`config.mk`:
```
export PLATFORM = sky130hd
export DESIGN_NAME = lob_ctrl
export DESIGN_NICKNAME = d
export VERILOG_FILES = /design/src/rtl/lob_pkg.sv /design/src/rtl/lob_ctrl.sv
export SDC_FILE = /design/constraint.sdc
export NUM_CORES = 1
export LEC_CHECK = 0
export BUFFER_PORTS_ARGS = -buffer_cell sky130_fd_sc_hd__buf_2
export CAP_MARGIN = 10
export CORE_AREA = 2 2 39 41
export CTS_CLUSTER_DIAMETER = 50
export CTS_CLUSTER_SIZE = 28
export DETAILED_ROUTE_END_ITERATION = 8
export DIE_AREA = 0 0 41 43
export PLACE_DENSITY = 0.58
export SYNTH_ARGS = -nofsm -noshare
export SYNTH_HDL_FRONTEND = slang
export SYNTH_SLANG_ARGS = --single-unit
```
`constraint.sdc`:
```
create_clock -name clk -period 1.1 [get_ports clk]
set_input_delay 0.22 -clock clk [delete_from_list [all_inputs] [get_ports clk]]
set_output_delay 0.22 -clock clk [all_outputs]
set_load 0.05 [all_outputs]
```
`src/rtl/lob_pkg.sv`:
```
// Shared types and constants for the order book best bid/offer core.
// Used by lob_ctrl, lob_dp and limit_order_book_bbo_core; no dependencies.
package lob_pkg;

  localparam int ID_W        = 12;
  localparam int PX_W        = 10;
  localparam int QTY_W       = 32;
  localparam int TOT_W       = 44;
  localparam int ORDER_SLOTS = 4096;
  localparam int PRICE_TICKS = 1024;
  // occupancy maps are held as rows of ROW_W level bits
  localparam int ROW_W       = 32;
  localparam int BIT_AW      = $clog2(ROW_W);
  localparam int ROWS        = PRICE_TICKS / ROW_W;
  localparam int ROW_AW      = $clog2(ROWS);
  localparam int ORD_W       = 1 + 1 + PX_W + QTY_W;
  localparam int IN_DATA_W   = 56;
  localparam int OUT_DATA_W  = 112;

  typedef enum logic [1:0] {
    KIND_ADD    = 2'd0,
    KIND_CANCEL = 2'd1,
    KIND_TRADE  = 2'd2,
    KIND_NONE   = 2'd3
  } kind_t;

  typedef enum logic [1:0] {
    STS_OK      = 2'd0,
    STS_UNKNOWN = 2'd1,
    STS_DUP     = 2'd2,
    STS_EXCEED  = 2'd3
  } status_t;

  typedef enum logic [1:0] {
    UPD_NONE  = 2'd0,
    UPD_BID   = 2'd1,
    UPD_OFFER = 2'd2
  } upd_t;

  typedef enum logic [1:0] {
    OP_ADD     = 2'd0,
    OP_PURGE   = 2'd1,
    OP_PARTIAL = 2'd2
  } op_t;

  typedef enum logic [3:0] {
    S_CLEAR,
    S_IDLE,
    S_ORD,
    S_EVAL,
    S_LVL,
    S_SCAN_RD,
    S_SCAN_CHK,
    S_SCAN_TOT,
    S_DONE
  } state_t;

  typedef struct packed {
    logic clear;
    logic load;
    logic eval;
    logic lvl;
    logic scan_chk;
    logic scan_tot;
    logic finish;
  } cmd_t;

  typedef struct packed {
    logic clear_done;
    logic noop;
    logic need_scan;
    logic row_hit;
    logic last_row;
    logic out_free;
  } sts_t;

endpackage

```
`src/rtl/lob_ctrl.sv`:
```
// Sequencer for the order book core: clearing pass, event phases, level scan.
// Depends on lob_pkg.
module lob_ctrl (
  input  logic          clk,
  input  logic          rst_n,
  input  logic          in_tvalid,
  output logic          in_tready,
  input  lob_pkg::sts_t sts,
  output lob_pkg::cmd_t cmd
);
  import lob_pkg::*;

  state_t state_r, state_nxt;

  // state register
  always_ff @(posedge clk) begin
    if (!rst_n) begin
      state_r <= S_CLEAR;
    end else begin
      state_r <= state_nxt;
    end
  end

  // next state and commands
  always_comb begin
    state_nxt = state_r;
    cmd       = '0;
    in_tready = 1'b0;
    unique case (state_r)
      S_CLEAR: begin
        cmd.clear = 1'b1;
        if (sts.clear_done) state_nxt = S_IDLE;
      end
      S_IDLE: begin
        in_tready = 1'b1;
        if (in_tvalid) begin
          cmd.load  = 1'b1;
          state_nxt = S_ORD;
        end
      end
      S_ORD: state_nxt = S_EVAL;
      S_EVAL: begin
        cmd.eval  = 1'b1;
        state_nxt = sts.noop ? S_DONE : S_LVL;
      end
      S_LVL: begin
        cmd.lvl   = 1'b1;
        state_nxt = sts.need_scan ? S_SCAN_RD : S_DONE;
      end
      S_SCAN_RD: state_nxt = S_SCAN_CHK;
      S_SCAN_CHK: begin
        cmd.scan_chk = 1'b1;
        if (sts.row_hit)       state_nxt = S_SCAN_TOT;
        else if (sts.last_row) state_nxt = S_DONE;
        else                   state_nxt = S_SCAN_RD;
      end
      S_SCAN_TOT: begin
        cmd.scan_tot = 1'b1;
        state_nxt    = S_DONE;
      end
      S_DONE: begin
        if (sts.out_free) begin
          cmd.finish = 1'b1;
          state_nxt  = S_IDLE;
        end
      end
      default: state_nxt = S_CLEAR;
    endcase
  end

  // one phase command at most in any cycle
  a_cmd_onehot: assert property (@(posedge clk) disable iff (!rst_n)
    $onehot0({cmd.clear, cmd.load, cmd.eval, cmd.lvl, cmd.scan_chk, cmd.scan_tot, cmd.finish}))
    else $error("more than one phase command");

  // an item is taken only after the clearing pass
  a_no_take_in_clear: assert property (@(posedge clk) disable iff (!rst_n)
    cmd.clear |-> !in_tready)
    else $error("input ready during clearing pass");

  // a scan follows only a level phase that asked for it
  a_scan_origin: assert property (@(posedge clk) disable iff (!rst_n)
    (state_r == S_SCAN_RD) |-> ($past(state_r) == S_LVL || $past(state_r) == S_SCAN_CHK))
    else $error("scan entered from wrong phase");

endmodule

```
==> metrics.md <==
| Metric | Value |
|---|---|
| Routability Congestion | 0.783 |
| Startpoint of the most critical register-to-register path | state_r[3] |
| Port Buffers | 16 |
| Post-DR vias/cell | 5.03 |
| Leading register cell type out of synthesis | dfxtp_1 |
| Critical path arrival | 1220 ps |
| Most numerous cell types in the synthesized netlist | inv_1, dfxtp_1, nor2_1 |
| Post-Syn Nets | 56 |
| I/O Pins | 17 |
| Number of fill cells in the layout | 123 |
| Post-detailed-route DRC marker count | 0 |
| Number of synthesized register bits | 4 |
| Endpoints failing setup | 11 |
| CTS hold repair buffers | 0 |
| Worst VDD drop | 0.568 mV |
| Type of the most critical hold path | in2reg |
| Highest attainable clock frequency | 696 MHz |
| Number of buffers created by CTS | 3 |
| Leak Pwr | 0.382 nW |
| Total Routing Usage GR | 19.6% |
| Most repeated cell in the gate-level netlist after synthesis | inv_1 |
| Mapped Area | 360 µm² |
| Number of maximum-capacitance violations | 0 |
| Area fraction of the dominant cell type after synthesis | 22.2% |
| Number of cells after detailed placement | 90 |
| # H-tree levels | 1 |
| Clock tree skew after final layout | 8.43 ps |
| RSZ-0062 raised after global routing | yes |
| Cell type with the highest aggregate area in the netlist | dfxtp_1 |
| Clock-pin transition on the worst setup and hold timing paths | 40 ps |
| Synth warnings | 0 |
| Transition time at the pin with the least slew margin | 241 ps |
| Violated checks | setup timing |
| Via Count | 518 |
| Initial antenna violation count | 0 |
| Share of the cycle needed by the critical path after routing | 131% |
| Fraction of the yosys area taken by sequential cells | 22.2% |
| Minimum hold slack | 252 ps |
| Largest cells by area after synthesis | dfxtp_1, inv_1, and2b_2 |
| Required time of the critical path | 880 ps |
| Gate count of the mapped netlist | 47 |
| Number of nets with antenna violations after detailed routing | 0 |
| Clock sinks | 4 |
| Beginning of the critical path | state_r[3] |
| GRT overflow | 0 |
| Minimum clock period | 1440 ps |
| Class of the most critical setup path | reg2out |
| Count of distinct cell types in the synthesized netlist | 31 |
| Starting utilization of the core area | 26.0% |
| Global-route wire length before repair | 2300 µm |
| Violation count after the first detailed-routing iteration | 6 |
| Post-placement cell area | 606 µm² |
| Later-pin clock latency in the skew report | 240 ps |
| Total wire length | 1540 µm |
| Layout overhead on the synthesized area | 137% |
| Pin count of the biggest net entering global routing | 7 |
| Die outline width | 41 µm |
| Most flop-heavy register | state_r |
| Core outline area | 0.00138 mm² |
| Synthesized area divided by synthesized cell count | 7.67 µm² |
| Share of the core filled with cells in the final layout | 61.7% |
| Final hold violations | 0 |
| Async set-or-reset flop fraction in the synthesized netlist | 0% |
| Std-Cell Rows | 14 |
| Endpoint of the most critical setup path | cmd[6] |
| Clock root buffer master | clkbuf_4 |
| Endpoint of the lowest-slack register-to-register path | state_r[3] |
| Clock tree from TritonCTS | yes |
| Fin worst setup slack | -337 ps |
| Area of the die | 0.00176 mm² |
| Placed wire-length estimate after detailed placement | 935 µm |
| Count of antenna diodes in the layout | 0 |
| Count of TritonRoute iterations in the first routing pass | 4 |
| Run status | finished with violations |
| Flop-to-flop setup slack | -150 ps |
| Max FFs per register | 4 |
| R2R depth | 5 |
| Non-Filler Instances | 103 |
| Share of cells above drive strength 1 | 73.6% |
| Top Registers | state_r: 4 flops |
| Chip height | 43 µm |
| Pins Over Slew Limit | 0 |
| Critical Path Start Type | flop |
| Clock Tree Buf Depth | 2 |
| Worst-path fanout max | 6 |
| Critical path capture point type | output port |
| Slew Limit Headroom | 83.7% |
| Finished Cell Area | 853 µm² |
| Pwr per Cell Area | 877 mW/mm² |
| Number of global-route vias before repair | 538 |
| Number of enable-type register cells in the synthesized netlist | 0 |
| Routed wire length per instance | 14.9 µm |
| Final #Nets | 98 |
## how the worst min path moves through the flow
stage | startpoint | end | cells after the start
4_1_cts | rst_n | state_r[3] | 3
2_1_floorplan | rst_n | state_r[3] | 2
6_report | rst_n | state_r[3] | 3
3_3_place_gp | rst_n | state_r[3] | 3
3_5_place_dp | rst_n | state_r[3] | 3
5_1_grt | rst_n | state_r[3] | 3
## cells in the final DEF, fill, tap and decap left out, types with 3 or more instances in the layout
| cell type | netlist | final |
|---|---|---|
| buf_2 | 1 | 8 |
| dfxtp_4 | 0 | 4 |
| buf_8 | 0 | 4 |
| and3_4 | 0 | 4 |
| buf_4 | 1 | 14 |
| inv_1 | 5 | 4 |
| buf_6 | 1 | 13 |
| clkbuf_4 | 0 | 3 |
| and2b_2 | 2 | 3 |
## stage by stage
step / worst slack, ps / setup TNS (ps) / power, mW
2_1_floorplan: -271 / -704 / 0.357
5_1_grt: -350 / -3120 / 0.773
6_report: -337 / -2710 / 0.748
3_3_place_gp: -222 / -1470 / 0.442
4_1_cts: -313 / -2620 / 0.719
3_5_place_dp: -261 / -1630 / 0.446
## report_power, final
group | switching [mW] | total, mW | leakage (nW) | internal [mW]
sequential | 0.0215 | 0.173 | 0.0355 | 0.152
combinational | 0.183 | 0.384 | 0.332 | 0.201
clock | 0.0684 | 0.191 | 0.0138 | 0.123
total | 0.273 | 0.748 | 0.382 | 0.476
## area by class of cell
type / count / area [µm²] / area share, %
clock buffer: 3 / 22.5 / 2.64
inverter: 5 / 18.8 / 2.20
sequential: 4 / 95.1 / 11.1
timing repair buffer: 40 / 372 / 43.5
multi-input combinational: 35 / 325 / 38.1
tap: 16 / 20.0 / 2.35
## critical path: stages, from the launching register on
cell     delay [ps]
dfxtp_4         360
buf_6           120
nor4_4          290
buf_6           200
## cells by family (layout without fill, tap and decap cells)
logic type | Yosys count | in the layout | share of synthesized area (%)
AND/OR/NAND/NOR | 22 | 22 | 39.9
AO/OA/AOI/OAI | 13 | 13 | 26.0
buffers and inverters | 8 | 48 | 11.8
flip-flops | 4 | 4 | 22.2
## per-layer routing
layer | track usage (%) | wire length (µm) | vias up | part of all wire, %
met1 | 21.5 | 617 | 239 | 40
met5 | 0 | 0 | - | 0
li1 | - | - | 254 | -
met2 | 34.4 | 848 | 21 | 55
met3 | 3.66 | 47 | 4 | 3.1
met4 | 7.33 | 23 | 0 | 1.5
## what timing repair did
item                                    CTS  global route
pin swaps                                13             4
setup buffers                            10             2
cloned                                    0             0
endpoints found under the setup margin   11            12
resized for setup                        38             4
(Power assumes the default switching activity.)
